**src/rtl/ntsq_pkg.sv**
```systemverilog
// ----------------------------------------------------------------------------
// ntsq_pkg: shared definitions for the note transpose / scale quantize core
// register indexes, slot kinds, per-slot derived settings, divide-by-12 and
// scale snap helpers
// ----------------------------------------------------------------------------
`default_nettype none

package ntsq_pkg;

  localparam int NOTE_W         = 7;
  localparam int CFG_INDEX_W    = 3;
  localparam int CFG_DATA_W     = 32;
  localparam int SLOT_COUNT_DEF = 4;
  // slots that have bits in the packed registers
  localparam int REG_SLOTS      = 4;

  typedef enum logic [CFG_INDEX_W-1:0] {
    REG_ACTIVE_SLOTS   = 3'd0,
    REG_SLOT_KINDS     = 3'd1,
    REG_SLOT_SEMITONES = 3'd2,
    REG_SLOT_OCTAVES   = 3'd3,
    REG_SLOT_ROOTS     = 3'd4,
    REG_SLOT_MINOR     = 3'd5
  } reg_index_t;

  typedef enum logic [1:0] {
    KIND_PITCH = 2'd0,
    KIND_KEY   = 2'd1,
    KIND_ARP   = 2'd2
  } slot_kind_t;

  // per-slot settings, semitone offset already split as 12*sq + sr
  typedef struct packed {
    logic              enable;
    logic [1:0]        kind;
    logic signed [5:0] sq;
    logic [3:0]        sr;
    logic signed [3:0] oct;
    logic [3:0]        root;
    logic              minor;
  } slot_cfg_t;

  // floor(x / 12) by reciprocal, exact for x below 384
  function automatic logic [4:0] div12(input logic [8:0] x);
    logic [16:0] p;
    p = 17'(x) * 17'd171;
    return p[15:11];
  endfunction

  // step that moves a pitch class to its nearest scale degree
  function automatic logic signed [1:0] snap_move(input logic [3:0] pc, input logic minor);
    logic signed [1:0] mv;
    mv = 2'sd0;
    case ({minor, pc})
      5'h01, 5'h03, 5'h06, 5'h08, 5'h0a: mv = -2'sd1;
      5'h11, 5'h14, 5'h16, 5'h19:        mv = -2'sd1;
      5'h1b:                             mv = 2'sd1;
      default:                           mv = 2'sd0;
    endcase
    return mv;
  endfunction

endpackage

`default_nettype wire

```
**src/rtl/ntsq_ifs.sv**
```systemverilog
// ----------------------------------------------------------------------------
// ntsq_ifs: note channels
// valid/ready channels for incoming notes and modified notes
// ----------------------------------------------------------------------------
`default_nettype none

interface ntsq_in_if;
  logic                        valid;
  logic                        ready;
  logic [ntsq_pkg::NOTE_W-1:0] note_in;
  modport source (output valid, output note_in, input ready);
  modport sink   (input valid, input note_in, output ready);
endinterface

interface ntsq_out_if;
  logic                        valid;
  logic                        ready;
  logic [ntsq_pkg::NOTE_W-1:0] note_out;
  modport source (output valid, output note_out, input ready);
  modport sink   (input valid, input note_out, output ready);
endinterface

`default_nettype wire

```
**src/rtl/ntsq_split.sv**
```systemverilog
// ----------------------------------------------------------------------------
// ntsq_split: input stage
// takes a note and registers it as octave count and pitch class
// ----------------------------------------------------------------------------
`default_nettype none

module ntsq_split #(
  parameter int Q_W = 8
) (
  input  wire logic                  clk,
  input  wire logic                  rst,
  ntsq_in_if.sink                    notes,
  input  wire logic                  dn_ready,
  output logic                       vld,
  output logic signed [Q_W-1:0]      q,
  output logic [3:0]                 r
);

  logic [8:0] x;
  logic [4:0] q5;
  logic [8:0] r9;

  always_comb begin
    x  = 9'(notes.note_in);
    q5 = ntsq_pkg::div12(x);
    r9 = x - 9'(q5) * 9'd12;
  end

  assign notes.ready = !vld || dn_ready;

  always_ff @(posedge clk) begin
    if (rst) begin
      vld <= 1'b0;
    end else if (notes.ready) begin
      vld <= notes.valid;
    end
  end

  always_ff @(posedge clk) begin
    if (notes.ready) begin
      q <= Q_W'(q5);
      r <= r9[3:0];
    end
  end

endmodule

`default_nettype wire

```
**src/rtl/ntsq_slot.sv**
```systemverilog
// ----------------------------------------------------------------------------
// ntsq_slot: one modifier slot stage
// pitch shift, key snap or pass-through on an octave/pitch-class value
// ----------------------------------------------------------------------------
`default_nettype none

module ntsq_slot #(
  parameter int Q_W = 8
) (
  input  wire logic                    clk,
  input  wire logic                    rst,
  input  wire ntsq_pkg::slot_cfg_t     cfg,
  input  wire logic                    up_valid,
  input  wire logic signed [Q_W-1:0]   up_q,
  input  wire logic [3:0]              up_r,
  output logic                         up_ready,
  input  wire logic                    dn_ready,
  output logic                         vld,
  output logic signed [Q_W-1:0]        q,
  output logic [3:0]                   r
);

  logic [4:0]            r_sum;
  logic                  carry;
  logic [3:0]            r_p;
  logic signed [Q_W-1:0] q_p;
  logic signed [5:0]     d0;
  logic signed [5:0]     d1;
  logic signed [5:0]     d2;
  logic signed [1:0]     mv;
  logic [3:0]            r_k;
  logic signed [Q_W-1:0] q_k;
  logic [3:0]            r_next;
  logic signed [Q_W-1:0] q_next;

  always_comb begin
    // pitch shift: add 12*(sq + oct) + sr, fold the pitch class back below 12
    r_sum = 5'(up_r) + 5'(cfg.sr);
    carry = (r_sum >= 5'd12);
    r_p   = carry ? 4'(r_sum - 5'd12) : r_sum[3:0];
    q_p   = up_q + Q_W'(cfg.sq) + Q_W'(cfg.oct) + Q_W'(carry);

    // key snap: pitch class relative to the root, then one step at most
    d0 = 6'(up_r) - 6'(cfg.root);
    d1 = d0[5] ? d0 + 6'sd12 : d0;
    d2 = d1[5] ? d1 + 6'sd12 : d1;
    mv = ntsq_pkg::snap_move(d2[3:0], cfg.minor);
    r_k = up_r;
    q_k = up_q;
    if (mv < 0) begin
      if (up_r == 4'd0) begin
        r_k = 4'd11;
        q_k = up_q - Q_W'(1);
      end else begin
        r_k = up_r - 4'd1;
      end
    end else if (mv > 0) begin
      if (up_r == 4'd11) begin
        r_k = 4'd0;
        q_k = up_q + Q_W'(1);
      end else begin
        r_k = up_r + 4'd1;
      end
    end

    r_next = up_r;
    q_next = up_q;
    if (cfg.enable) begin
      case (cfg.kind)
        ntsq_pkg::KIND_PITCH: begin
          r_next = r_p;
          q_next = q_p;
        end
        ntsq_pkg::KIND_KEY: begin
          r_next = r_k;
          q_next = q_k;
        end
        default: begin
          r_next = up_r;
          q_next = up_q;
        end
      endcase
    end
  end

  assign up_ready = !vld || dn_ready;

  always_ff @(posedge clk) begin
    if (rst) begin
      vld <= 1'b0;
    end else if (up_ready) begin
      vld <= up_valid;
    end
  end

  always_ff @(posedge clk) begin
    if (up_ready) begin
      q <= q_next;
      r <= r_next;
    end
  end

endmodule

`default_nettype wire

```
**src/rtl/ntsq_out.sv**
```systemverilog
// ----------------------------------------------------------------------------
// ntsq_out: output stage
// clamps the running value to the note range and holds the result register
// ----------------------------------------------------------------------------
`default_nettype none

module ntsq_out #(
  parameter int Q_W = 8
) (
  input  wire logic                  clk,
  input  wire logic                  rst,
  input  wire logic                  up_valid,
  input  wire logic signed [Q_W-1:0] up_q,
  input  wire logic [3:0]            up_r,
  output logic                       up_ready,
  ntsq_out_if.source                 results
);

  logic [ntsq_pkg::NOTE_W-1:0] note_next;

  always_comb begin
    if (up_q[Q_W-1]) begin
      note_next = '0;
    end else if (up_q > Q_W'(10) || (up_q == Q_W'(10) && up_r > 4'd7)) begin
      note_next = '1;
    end else begin
      note_next = 7'(7'(up_q[3:0]) * 7'd12) + 7'(up_r);
    end
  end

  assign up_ready = !results.valid || results.ready;

  always_ff @(posedge clk) begin
    if (rst) begin
      results.valid <= 1'b0;
    end else if (up_ready) begin
      results.valid <= up_valid;
    end
  end

  always_ff @(posedge clk) begin
    if (up_ready) begin
      results.note_out <= note_next;
    end
  end

endmodule

`default_nettype wire

```
**src/rtl/note_transpose_scale_quantize_core.sv**
```systemverilog
// ----------------------------------------------------------------------------
// note_transpose_scale_quantize_core: MIDI note modifier chain
// path from input transfer to result valid: the split stage loads on the
// transfer edge, then the note passes one stage per slot and the
// clamp/output stage
// throughput: one note per cycle; each stage only holds when its successor
// is full, so bubbles are squeezed out while the output waits
// reset (synchronous, rst high) clears the stage valid bits, the config
// registers and the per-slot settings; note data registers are not cleared
// ----------------------------------------------------------------------------
`default_nettype none

module note_transpose_scale_quantize_core #(
  parameter int SLOT_COUNT = ntsq_pkg::SLOT_COUNT_DEF
) (
  input  wire logic                             clk,
  input  wire logic                             rst,
  ntsq_in_if.sink                               notes,
  ntsq_out_if.source                            results,
  input  wire logic                             cfg_write,
  input  wire logic [ntsq_pkg::CFG_INDEX_W-1:0] cfg_index,
  input  wire logic [ntsq_pkg::CFG_DATA_W-1:0]  cfg_data
);

  // running value is kept as 12*q + r, r being the pitch class 0..11;
  // each slot moves q by at most 20, so q stays within +/-(10 + 20*slots)
  localparam int Q_W = $clog2(10 + 20 * SLOT_COUNT + 1) + 1;

  // configuration registers
  logic [2:0]  active_slots;
  logic [7:0]  slot_kinds;
  logic [31:0] slot_semitones;
  logic [15:0] slot_octaves;
  logic [15:0] slot_roots;
  logic [3:0]  slot_minor;

  always_ff @(posedge clk) begin
    if (rst) begin
      active_slots   <= '0;
      slot_kinds     <= '0;
      slot_semitones <= '0;
      slot_octaves   <= '0;
      slot_roots     <= '0;
      slot_minor     <= '0;
    end else if (cfg_write) begin
      case (cfg_index)
        ntsq_pkg::REG_ACTIVE_SLOTS:   active_slots   <= cfg_data[2:0];
        ntsq_pkg::REG_SLOT_KINDS:     slot_kinds     <= cfg_data[7:0];
        ntsq_pkg::REG_SLOT_SEMITONES: slot_semitones <= cfg_data[31:0];
        ntsq_pkg::REG_SLOT_OCTAVES:   slot_octaves   <= cfg_data[15:0];
        ntsq_pkg::REG_SLOT_ROOTS:     slot_roots     <= cfg_data[15:0];
        ntsq_pkg::REG_SLOT_MINOR:     slot_minor     <= cfg_data[3:0];
        default: begin
          // unmapped index, write dropped
        end
      endcase
    end
  end

  // per-slot settings follow the config registers in the next cycle, through a register;
  // the semitone split costs a small multiply that stays out of the data path
  ntsq_pkg::slot_cfg_t slot_cfg      [SLOT_COUNT];
  ntsq_pkg::slot_cfg_t slot_cfg_next [SLOT_COUNT];

  for (genvar m = 0; m < SLOT_COUNT; m++) begin : g_cfg
    if (m < ntsq_pkg::REG_SLOTS) begin : g_mapped
      logic signed [7:0] semi;
      logic [8:0]        x;
      logic [4:0]        q5;
      logic [8:0]        r9;

      always_comb begin
        semi = slot_semitones[8*m +: 8];
        // offset by 132 = 12*11 so the split works on a positive value
        x    = 9'(semi) + 9'd132;
        q5   = ntsq_pkg::div12(x);
        r9   = x - 9'(q5) * 9'd12;
        slot_cfg_next[m].enable = (32'(active_slots) > m);
        slot_cfg_next[m].kind   = slot_kinds[2*m +: 2];
        slot_cfg_next[m].sq     = 6'(q5) - 6'd11;
        slot_cfg_next[m].sr     = r9[3:0];
        slot_cfg_next[m].oct    = slot_octaves[4*m +: 4];
        slot_cfg_next[m].root   = slot_roots[4*m +: 4];
        slot_cfg_next[m].minor  = slot_minor[m];
      end
    end else begin : g_unmapped
      // no register bits: acts as a pitch shift by zero
      always_comb begin
        slot_cfg_next[m]        = '0;
        slot_cfg_next[m].enable = (32'(active_slots) > m);
      end
    end

    always_ff @(posedge clk) begin
      if (rst) begin
        slot_cfg[m] <= '0;
      end else begin
        slot_cfg[m] <= slot_cfg_next[m];
      end
    end
  end

  // stage k = 0 is the split stage, stage k = m + 1 is slot m
  logic                  stg_vld [SLOT_COUNT+1];
  logic signed [Q_W-1:0] stg_q   [SLOT_COUNT+1];
  logic [3:0]            stg_r   [SLOT_COUNT+1];
  // ready offered to stage k by whatever takes its transfer
  logic                  dn_rdy  [SLOT_COUNT+1];

  ntsq_split #(
    .Q_W (Q_W)
  ) u_split (
    .clk      (clk),
    .rst      (rst),
    .notes    (notes),
    .dn_ready (dn_rdy[0]),
    .vld      (stg_vld[0]),
    .q        (stg_q[0]),
    .r        (stg_r[0])
  );

  for (genvar m = 0; m < SLOT_COUNT; m++) begin : g_slot
    ntsq_slot #(
      .Q_W (Q_W)
    ) u_slot (
      .clk      (clk),
      .rst      (rst),
      .cfg      (slot_cfg[m]),
      .up_valid (stg_vld[m]),
      .up_q     (stg_q[m]),
      .up_r     (stg_r[m]),
      .up_ready (dn_rdy[m]),
      .dn_ready (dn_rdy[m+1]),
      .vld      (stg_vld[m+1]),
      .q        (stg_q[m+1]),
      .r        (stg_r[m+1])
    );
  end

  // clamp to 0..127 and hold the result
  ntsq_out #(
    .Q_W (Q_W)
  ) u_out (
    .clk      (clk),
    .rst      (rst),
    .up_valid (stg_vld[SLOT_COUNT]),
    .up_q     (stg_q[SLOT_COUNT]),
    .up_r     (stg_r[SLOT_COUNT]),
    .up_ready (dn_rdy[SLOT_COUNT]),
    .results  (results)
  );

  // an empty output register means nothing can hold up the input
  a_ready_when_out_empty: assert property (
    @(posedge clk) disable iff (rst) !results.valid |-> notes.ready
  ) else $error("input not ready while output register is empty");

  // the split stage must leave a pitch class below twelve
  a_split_pc_range: assert property (
    @(posedge clk) disable iff (rst) stg_vld[0] |-> (stg_r[0] < 4'd12)
  ) else $error("split stage pitch class out of range");

  // every slot stage must keep the pitch class below twelve
  for (genvar k = 1; k <= SLOT_COUNT; k++) begin : g_chk
    a_slot_pc_range: assert property (
      @(posedge clk) disable iff (rst) stg_vld[k] |-> (stg_r[k] < 4'd12)
    ) else $error("slot stage pitch class out of range");
  end

endmodule

`default_nettype wire
```
**src/flat_wrapper.sv**
```systemverilog
// flat-port wrapper written by rule: the top's interface ports become plain ports
module note_transpose_scale_quantize_core_flat 
#(
  parameter int SLOT_COUNT = ntsq_pkg::SLOT_COUNT_DEF
)
  (clk, rst, cfg_write, cfg_index, cfg_data, notes_valid, notes_note_in, notes_ready, results_valid, results_note_out, results_ready);
  ntsq_in_if notes_i ();
  ntsq_out_if results_i ();
  input  wire logic clk;
  input  wire logic rst;
  input  wire logic cfg_write;
  input  wire logic [ntsq_pkg::CFG_INDEX_W-1:0] cfg_index;
  input  wire logic [ntsq_pkg::CFG_DATA_W-1:0] cfg_data;
  input wire logic [$bits(notes_i.valid)-1:0] notes_valid;
  input wire logic [$bits(notes_i.note_in)-1:0] notes_note_in;
  output wire logic [$bits(notes_i.ready)-1:0] notes_ready;
  output wire logic [$bits(results_i.valid)-1:0] results_valid;
  output wire logic [$bits(results_i.note_out)-1:0] results_note_out;
  input wire logic [$bits(results_i.ready)-1:0] results_ready;
  assign notes_i.valid = notes_valid;
  assign notes_i.note_in = notes_note_in;
  assign notes_ready = notes_i.ready;
  assign results_valid = results_i.valid;
  assign results_note_out = results_i.note_out;
  assign results_i.ready = results_ready;
  note_transpose_scale_quantize_core #(.SLOT_COUNT(SLOT_COUNT)) u_core (.clk(clk), .rst(rst), .notes(notes_i), .results(results_i), .cfg_write(cfg_write), .cfg_index(cfg_index), .cfg_data(cfg_data));
endmodule
```
**config.mk**
```make
export PLATFORM = sky130hd
export DESIGN_NAME = note_transpose_scale_quantize_core_flat
export DESIGN_NICKNAME = d
export VERILOG_FILES = /design/src/rtl/ntsq_pkg.sv /design/src/rtl/ntsq_ifs.sv /design/src/rtl/ntsq_split.sv /design/src/rtl/ntsq_slot.sv /design/src/rtl/ntsq_out.sv /design/src/rtl/note_transpose_scale_quantize_core.sv /design/src/flat_wrapper.sv
export SDC_FILE = /design/constraint.sdc
export NUM_CORES = 1
export LEC_CHECK = 0
export BUFFER_PORTS_ARGS = -buffer_cell sky130_fd_sc_hd__buf_2
export CORE_AREA = 2 2 211 255
export DETAILED_ROUTE_END_ITERATION = 8
export DIE_AREA = 0 0 213 257
export GPL_TIMING_DRIVEN = 0
export PLACE_DENSITY = 0.64
export REMOVE_ABC_BUFFERS = 1
export SLEW_MARGIN = 10
export SYNTH_ARGS = -nofsm -noshare
export SYNTH_HDL_FRONTEND = slang
export SYNTH_SLANG_ARGS = --single-unit
export TNS_END_PERCENT = 5
```
**constraint.sdc**
```tcl
create_clock -name clk -period 7.86 [get_ports clk]
set_input_delay 0.393 -clock clk [delete_from_list [all_inputs] [get_ports clk]]
set_output_delay 0.393 -clock clk [all_outputs]
set_load 0.02 [all_outputs]
```
After elaboration in Yosys (flattened, before gate mapping)
Memory sizes are Yosys's and may differ from the RTL's. Cells that the tools add are included. Widths: inputs -> output; s select.

Flip-flop bits (word level): 148. RAM bits: 88. Memory bits (read-only): 256. Input port bits: 47. Output and inout port bits: 9. Word-level logic and storage cells: 235. Memories kept: 5.

Memories: u_core.slot_cfg (words 4, bits a word 22, read ports 4, clocked after memory_dff 0, wr ports 4, RTL line note_transpose_scale_quantize_core.sv:62) `ntsq_pkg::slot_cfg_t slot_cfg [SLOT_COUNT];`; (name not given) (words 32, bits a word 2, read ports 1, clocked after memory_dff 0, wr ports 0, RTL line ntsq_pkg.sv:54) `case ({minor, pc})`; (name not given) (words 32, bits a word 2, read ports 1, clocked after memory_dff 0, wr ports 0, RTL line ntsq_pkg.sv:54); (name not given) (words 32, bits a word 2, read ports 1, clocked after memory_dff 0, wr ports 0, RTL line ntsq_pkg.sv:54); (name not given) (words 32, bits a word 2, read ports 1, clocked after memory_dff 0, wr ports 0, RTL line ntsq_pkg.sv:54).

$add $sub $neg: 62. Multiply operators: 11. $lt $le $gt $ge: 18. Equality and inequality tests: 14. Muxes and demuxes: 68. Bitwise gates (word level): 4. Reductions and logical operators: 29.

Operator list (number): $mux 8 (17); $mux 4 (29); $mux 22 (4); $mul 9x8->16 const B (4); $pmux 8 s2 (4); $add 8x8->8 (6); $add 9x8->9 const B (4); $add 8x1->8 (4); $pmux 4 s2 (4); $add 5x5->6 const B (4); $add 8x2->8 const B (3); $mux 6 (4); $sub 5x4->6 const B (4); $sub 8x2->8 const B (3); $add 4x4->5 (4); $ge 5x4->1 const B (4); $mul 5x2->2 const B (4); $sub 4x4->4 (5); $sub 4x4->5 (4); $add 4x1->4 const B (4); $add 4x3->4 const B (4); $eq 4x4->1 const B (4); $logic_not 4->1 (4); $sub 4x1->4 const B (4); other kinds (30) (71).

Longest topological paths before layout
Gate-level depths: netlist of run 1. An unclocked memory read counts as a cell.

Word-level depth: 12. Mapped depth: 22. Mapped depth without buffers: 22.

By module
Synthesis of run 1 repeated with hierarchy kept, for this count alone.

Cells, all modules: 2364. Area total of the unflattened synthesis: 21226.6 um2.

Modules (own cells, without submodules): note_transpose_scale_quantize_core (times used 1, cells an instance 1203, area each 10965.5 um2, sequential area each 3343.2 um2); ntsq_slot at u_core.g_slot[2].u_slot ... (times used 2, cells an instance 247, area each 2079.5 um2, sequential area each 380.4 um2); ntsq_slot at u_core.g_slot[0].u_slot (times used 1, cells an instance 266, area each 2228.4 um2, sequential area each 380.4 um2); ntsq_slot at u_core.g_slot[1].u_slot (times used 1, cells an instance 243, area each 2073.2 um2, sequential area each 380.4 um2); ntsq_split (times used 1, cells an instance 109, area each 1238.7 um2, sequential area each 260.2 um2); ntsq_out (times used 1, cells an instance 49, area each 561.8 um2, sequential area each 230.2 um2).

Worst setup path after synthesis of run 1
Ideal clock, no wire load.

Path type: register to register. Start: register u_core.slot_semitones[10]. End: memory u_core.slot_cfg[1][17] in the netlist's numbering. Library setup time: 0.124 ns. Arrival time: 5.330 ns. Required time: 7.736 ns. Setup slack: 2.405 ns. Stages on the path, launching flop included: 20. Path buffers: 0. Clock period less this slack: 5.455 ns. Cell sequence: dfxtp_1 -> inv_1 -> ha_1 -> inv_1 -> ha_1 -> fa_1 -> fa_1 -> inv_1 -> fa_1 -> inv_1 -> ha_1 -> a21oi_1 -> o21ai_0 -> and3_1 -> or3b_2 -> ha_1 -> or4_1 -> a31oi_1 -> nor4b_1 -> a2111o_1.

RTL lines: from (decl) (RTL line note_transpose_scale_quantize_core.sv:32) `logic [31:0] slot_semitones;`; from (signal assigned) (RTL line note_transpose_scale_quantize_core.sv:49) `ntsq_pkg::REG_SLOT_SEMITONES: slot_semitones <= cfg_data[31:0];`; to (decl) (RTL line note_transpose_scale_quantize_core.sv:62).

==> results.sh, run 1 <==
export IMPL_status="finished, final reports clean"
export IMPL_grt_pass1_wl_microns=79500
export IMPL_finalSetupTns_ps=0
export IMPL_routed_via_density=5.34
export IMPL_gp_congestion=0.887
export IMPL_setup_violations=0
export IMPL_ios=56
export IMPL_min_path_type="input pin to register"
export IMPL_fp_dieW_microns=213
export IMPL_antenna_found_initial=1
export IMPL_synth_warnings=0
export IMPL_h_tree_depth=1
export IMPL_cp_required_ps=8290
export IMPL_cts_num_sinks=236
export IMPL_fin_cells=3077
export IMPL_worst_pin_slew_ps=1010
export IMPL_synthMuxAreaShare=0.0155
export IMPL_critPathLaunchType="register"
export IMPL_maxSlewHeadroom=0.321
export IMPL_first_iter_violations=956
export IMPL_yosysMostFrequentCell="ha_1"
export IMPL_synth_edff_count=63
export IMPL_synth_top_family_by_area="adder cells"
export IMPL_firstDrtPassIters=5
export IMPL_skew_ps=30.2
export IMPL_cts_tree="built"
export IMPL_maxCapViolations=0
export IMPL_power_leakage_uw=0.0100
export IMPL_rsz0062_at_grt="no"
export IMPL_start_util=0.397
export IMPL_post_cts_resized=0
export IMPL_slew_viol_final=0
export IMPL_cts_root_buf="clkbuf_16"
export IMPL_clkPwrFrac=0.218
export IMPL_dp_cells=3028
export IMPL_worstSetupEndpointType="register"
export IMPL_ir_worst_vdd_mv=0.166
export IMPL_hold_viol_final=0
export IMPL_synth_compound_area_frac=0.147
export IMPL_placed_area_sq_um=21600
export IMPL_p_sw_uw=2260
export IMPL_rows=92
export IMPL_dieArea_sq_um=54700
export IMPL_place_detailed_hpwl_microns=38200
export IMPL_die_h_microns=257
export IMPL_wl_per_cell_microns=15.5
export IMPL_yosys_area_share_xor_xnor=0.0567
export IMPL_fin_nets=2810
export IMPL_min_period_ps=6130
export IMPL_grt_start_max_net_pins=127
export IMPL_combPwrFrac=0.469
export IMPL_coreArea_sq_um=52100
export IMPL_numPortBuffers=55
export IMPL_p_sw_frac=0.405
export IMPL_critPathKind="register to register"
export IMPL_drt_total_wl_microns=47700
export IMPL_globalRouteOverflowTotal=0
export IMPL_synth_seq_cells=236
export IMPL_grt_pass1_vias=16628
export IMPL_detail_route_antenna_nets=0
export IMPL_grt_util_all_layers=0.176
export IMPL_pwr_share_seq=0.313
export IMPL_clockBufferDepth=3
export IMPL_yosysSeqAreaShare=0.259
export IMPL_synth_common_cells="ha_1, inv_1, nand2_1"
export IMPL_cts_hold_buffers=0
export IMPL_cts_setup_buffers=0
export IMPL_path_clk_slew_ps=60
export IMPL_min_period_over_period=0.780
export IMPL_cts_buffers=26
export IMPL_crit_slowest_cell="fa_1"
export IMPL_cp_max_fo=8
export IMPL_synth_top_cells_by_area="ha_1, dfxtp_1, fa_1"
export IMPL_powerDensity_nw_per_um2=248
export IMPL_worstPathCellList="inv_1 -> ha_1 -> inv_1 -> ha_1 -> fa_1 -> fa_1 -> inv_1 -> fa_1 -> inv_1 -> ha_1 -> nand3_1 -> o21ba_2 -> o21ai_0 -> xor2_1 -> ha_1 -> nor3_1 -> a31oi_1 -> o32ai_1 -> a2111oi_0 -> xnor2_1 -> nor2_1"
export IMPL_drive_gt1_frac=0.0569
export IMPL_yosysTopAreaCellShare=0.186
export IMPL_synth_avg_cell_area_sq_um=8.83
export IMPL_synth_simple_area_share=0.170
export IMPL_vias=16441
export IMPL_fill_cells=5081
export IMPL_utilization=0.431
export IMPL_fmax_mhz=163
export IMPL_clk_latency_ps=560
export IMPL_post_route_drc_count=0
export IMPL_synth_top_cell_by_area="ha_1"
export IMPL_yosys_cell_types_count=87
export IMPL_synth_cells=2345
export IMPL_final_area_sq_um=22500
export IMPL_async_reset_ff_frac=0
export IMPL_ys_flop_type="dfxtp_1"
export IMPL_synth_area_sq_um=20700
export IMPL_yosys_area_share_adder=0.287
export IMPL_areaGrowthSynthToFinish_pct=8.54
export IMPL_critPathMaxStageDelay_ps=560
export IMPL_p_int_uw=3320
export IMPL_arrival_ps=6560
-- registers in the layout (all words and copies together) (netlist names) --
register,flops
u_core.slot_minor,4
u_core.active_slots,3
u_core.g_slot.u_slot.r,16
u_core.u_split.q,4
u_core.g_slot.u_slot.vld,4
u_core.slot_roots,16
u_core.slot_semitones,32
u_core.u_out.results.valid,1
u_core.slot_cfg,88
u_core.slot_octaves,16
u_core.u_split.r,4
u_core.u_split.vld,1
u_core.u_out.results.note_out,7
u_core.slot_kinds,8
u_core.g_slot.u_slot.q,32
-- final timing paths --
path | from | end | slack [ps] | depth (start not counted)
worst max register to register | u_core.slot_semitones[2]$_SDFFE_PP0P_ | u_core.slot_cfg[0][17]$_SDFF_PP0_ | 1730 | 21
worst min register to register | u_core.slot_octaves[5]$_SDFFE_PP0P_ | u_core.slot_cfg[1][6]$_SDFF_PP0_ | 440 | 1
worst max-delay path | u_core.slot_semitones[2]$_SDFFE_PP0P_ | u_core.slot_cfg[0][17]$_SDFF_PP0_ | 1730 | 21
worst min-delay path | notes_note_in[1] | u_core.u_split.r[1]$_DFFE_PP_ | 70 | 1
-- final cells by class --
type                       instances  area [sq um]  area share
tap                              705           882      0.0392
multi-input combinational       1750         14000       0.623
clock inverter                    13          96.3     0.00429
timing repair buffer              56           309      0.0137
sequential                       236          5360       0.238
antenna                            1          2.50    0.000111
clock buffer                      35           777      0.0346
inverter                         281          1050      0.0469
-- per-layer routing --
layer / global-route usage / vias up / wire (microns)
li1: - / 8177 / -
met1: 0.201 / 7846 / 19700
met2: 0.329 / 301 / 24500
met3: 0.0190 / 115 / 1560
met4: 0.0740 / 2 / 1950
met5: 0 / - / 13
-- power groups by stage --
| stage | combinational, uW | sequential (uW) | clock [uW] |
|---|---|---|---|
| finish | 2610 | 1750 | 1220 |
| global route | 2980 | 1780 | 1300 |
| CTS | 2620 | 1750 | 1250 |
| detailed placement | 2600 | 1770 | 0 |
| global placement | 2520 | 1770 | 0 |
| floorplan | 2010 | 1680 | 0 |
-- worst max-delay path: cells and delay by family, from the launching register on --
| kind | cells | cell delay [ps] |
|---|---|---|
| buf+inv | 4 | 410 |
| xor+xnor | 2 | 560 |
| flops | 1 | 520 |
| simple gates | 3 | 240 |
| compound gates | 5 | 1320 |
| fa+ha+maj | 7 | 2980 |
-- cell families after synthesis --
logic type	after synthesis
compound gates	473
simple gates	703
fa+ha+maj	412
flops	236
buf+inv	359
xor+xnor	131
mux	31
-- metrics by stage --
step	total power (uW)	setup slack [ps]	hold WS (ps)
6_report	5580	1730	74.8
5_1_grt	6060	1270	58.1
4_1_cts	5620	1680	46.5
3_5_place_dp	4370	1670	442
3_3_place_gp	4290	1570	433
2_1_floorplan	3690	2410	420
-- layout by cell type (no fill, tap or decap), types with 20 or more instances in the layout --
cell type and instances:
ha_1 308, o21ai_0 66, mux2i_1 22, nor2_1 128, o211ai_1 20, nand3_1 55
nor2b_1 83, dfxtp_1 173, and3_1 20, a21o_1 26, xnor2_1 93, fa_1 104
buf_2 54, nor3b_1 20, clkbuf_16 28, inv_1 281, xor2_1 36, a21oi_1 190
edfxtp_1 63, nand2_1 233, nor3_1 38
Power figures use the tool's default switching activity.
==> run 2, diff against run 1 <==
Settings changed: ABC_AREA set to 1, CORE_AREA 2 2 211 255 to 2 2 215 260, DIE_AREA 0 0 213 257 to 0 0 217 262.
Clock period 7.86 ns to 5.65 ns, I/O delays scaled along.
==> results.sh, run 2 <==
export IMPL_cts_tree="built"
export IMPL_place_detailed_hpwl_microns=37800
export IMPL_worstSetupEndpointType="register"
export IMPL_dieArea_sq_um=56900
export IMPL_cp_required_ps=6140
export IMPL_skew_ps=42.1
export IMPL_drt_total_wl_microns=48000
export IMPL_setup_violations=0
export IMPL_ir_worst_vdd_mv=0.268
export IMPL_final_area_sq_um=23600
export IMPL_ios=56
export IMPL_synth_area_sq_um=21500
export IMPL_min_path_type="input pin to register"
export IMPL_synth_cells=2851
export IMPL_path_clk_slew_ps=70
export IMPL_synth_top_cells_by_area="ha_1, dfxtp_1, nand2_1"
export IMPL_coreArea_sq_um=54300
export IMPL_layout_commonest_cell="nand2_1"
export IMPL_drive_gt1_frac=0.0541
export IMPL_power_leakage_uw=0.0121
export IMPL_grt_start_max_net_pins=88
export IMPL_synth_top_cell_by_area="ha_1"
export IMPL_setup_ws_ps=416
export IMPL_min_period_over_period=0.926
export IMPL_yosys_cell_types_count=44
export IMPL_areaGrowthSynthToFinish_pct=9.41
export IMPL_post_route_drc_count=0
export IMPL_gp_congestion=0.865
export IMPL_routed_via_density=4.84
export IMPL_synth_seq_cells=236
export IMPL_largest_reg_flops=88
export IMPL_cts_setup_buffers=0
export IMPL_numPortBuffers=55
export IMPL_die_h_microns=262
export IMPL_reg_top3="u_core.slot_cfg: 88 flops, u_core.g_slot.u_slot.q: 32 flops, u_core.slot_semitones: 32 flops"
export IMPL_critPathLaunchType="register"
export IMPL_start_util=0.396
export IMPL_utilization=0.434
export IMPL_synth_edff_count=63
export IMPL_yosysSeqAreaShare=0.249
export IMPL_async_reset_ff_frac=0
export IMPL_first_iter_violations=851
export IMPL_arrival_ps=5720
export IMPL_detail_route_antenna_nets=0
export IMPL_final_cell_mix="nand2_1, inv_1, ha_1"
export IMPL_grt_pass1_wl_microns=81000
export IMPL_critPathKind="register to register"
export IMPL_hold_viol_final=0
export IMPL_h_tree_depth=1
export IMPL_maxSlewHeadroom=0.256
export IMPL_fp_dieW_microns=217
export IMPL_cts_buffers=28
export IMPL_placed_area_sq_um=22400
export IMPL_clockBufferDepth=3
export IMPL_diodes=0
export IMPL_finalSetupTns_ps=0
export IMPL_yosysTopAreaCellShare=0.179
export IMPL_synth_avg_cell_area_sq_um=7.55
export IMPL_yosysMostFrequentCell="nand2_1"
export IMPL_ys_flop_type="dfxtp_1"
export IMPL_powerDensity_nw_per_um2=402
export IMPL_synth_common_cells="nand2_1, inv_1, ha_1"
export IMPL_clk_latency_ps=590
export IMPL_cts_root_buf="clkbuf_16"
export IMPL_rsz0062_at_grt="no"
export IMPL_globalRouteOverflowTotal=0
export IMPL_wl_per_cell_microns=13.3
export IMPL_fmax_mhz=191
export IMPL_slew_viol_final=0
export IMPL_reg2reg_slack_ps=420
export IMPL_cts_num_sinks=236
export IMPL_dp_slack_ps=430
export IMPL_top_register="u_core.slot_cfg"
export IMPL_synth_warnings=0
export IMPL_fin_nets=3339
export IMPL_status="finished, final reports clean"
export IMPL_firstDrtPassIters=5
export IMPL_maxCapViolations=0
export IMPL_antenna_found_initial=1
export IMPL_min_period_ps=5230
export IMPL_rows=94
export IMPL_worst_pin_slew_ps=1120
export IMPL_grt_util_all_layers=0.172
export IMPL_grt_pass1_vias=17016
export IMPL_vias=17522
export IMPL_cp_max_fo=6
run 2: changes by cell type after synthesis, sizes merged, moves of 18 or more:
cell    delta
a21o      -20
and3      -20
clkbuf    -19
inv      +246
nand2    +332
nand3    +110
nor2      +92
nor2b     -84
nor3b     -20
o211ai    -18
o21ai    +134
xnor2     -51
xor2      +72
run 2: final cells by class:
type | count | area, sq um
fillers | 5569 | 30800
inverters | 529 | 1990
well taps | 720 | 901
flip-flops and latches | 236 | 5360
clock buffers | 34 | 774
multi-input cells | 2012 | 13900
clock inverters | 18 | 181
repair buffers | 73 | 473
run 2: kinds of logic after synthesis:
logic type	share of synthesized area
muxes	0.00744
xor gates and xnor gates	0.0610
adders and majority gates	0.276
AOI/OAI and AO/OA	0.0977
and+or+nand+nor	0.202
DFF	0.249
buffers and inverters	0.107
run 2: stage by stage:
stage	hold WS (ps)	std cells	power [uW]
4_1_cts	8.84	3622	9570
6_report	25.7	3622	9470
5_1_grt	46.3	3622	10500
3_5_place_dp	421	3554	7660
3_3_place_gp	418	3552	7570
2_1_floorplan	349	2777	6470
run 2: worst max-delay path, cell delays in order, from the launching register on:
cell	delay [ps]
dfxtp_1	470
inv_1	200
ha_1	450
inv_1	120
ha_1	330
fa_1	510
fa_1	550
inv_1	50
fa_1	520
inv_1	40
ha_1	300
nand2_1	100
nor2_1	100
nand3_1	70
o21ai_0	300
xor2_1	190
inv_1	70
ha_1	310
xnor2_1	180
xor2_1	170
inv_1	50
nor2_1	80
run 2: where the power goes:
group | switching, uW | internal [uW] | total, uW
clock network | 801 | 1040 | 1850
logic | 3120 | 2000 | 5120
registers | 414 | 2090 | 2500
run 2: repair_timing:
item,4_1_cts,5_1_grt
gates resized for setup,0,0
hold endpoints to repair,18,0
hold buffers,16,0
run 2: routing by layer:
| layer | global-route usage | routed length [microns] |
|---|---|---|
| met5 | 0 | 13 |
| met4 | 0.0523 | 1190 |
| met3 | 0.0138 | 1130 |
| met2 | 0.329 | 24600 |
| met1 | 0.204 | 21100 |
run 2: final timing paths:
check                                    startpoint                                      to  cells past startpoint
max          u_core.slot_semitones[18]$_SDFFE_PP0P_       u_core.slot_cfg[2][12]$_SDFF_PP0_                     21
min                                    cfg_data[26]  u_core.slot_semitones[26]$_SDFFE_PP0P_                      3
max reg2reg  u_core.slot_semitones[18]$_SDFFE_PP0P_       u_core.slot_cfg[2][12]$_SDFF_PP0_                     21
min reg2reg      u_core.slot_roots[15]$_SDFFE_PP0P_        u_core.slot_cfg[3][4]$_SDFF_PP0_                      2
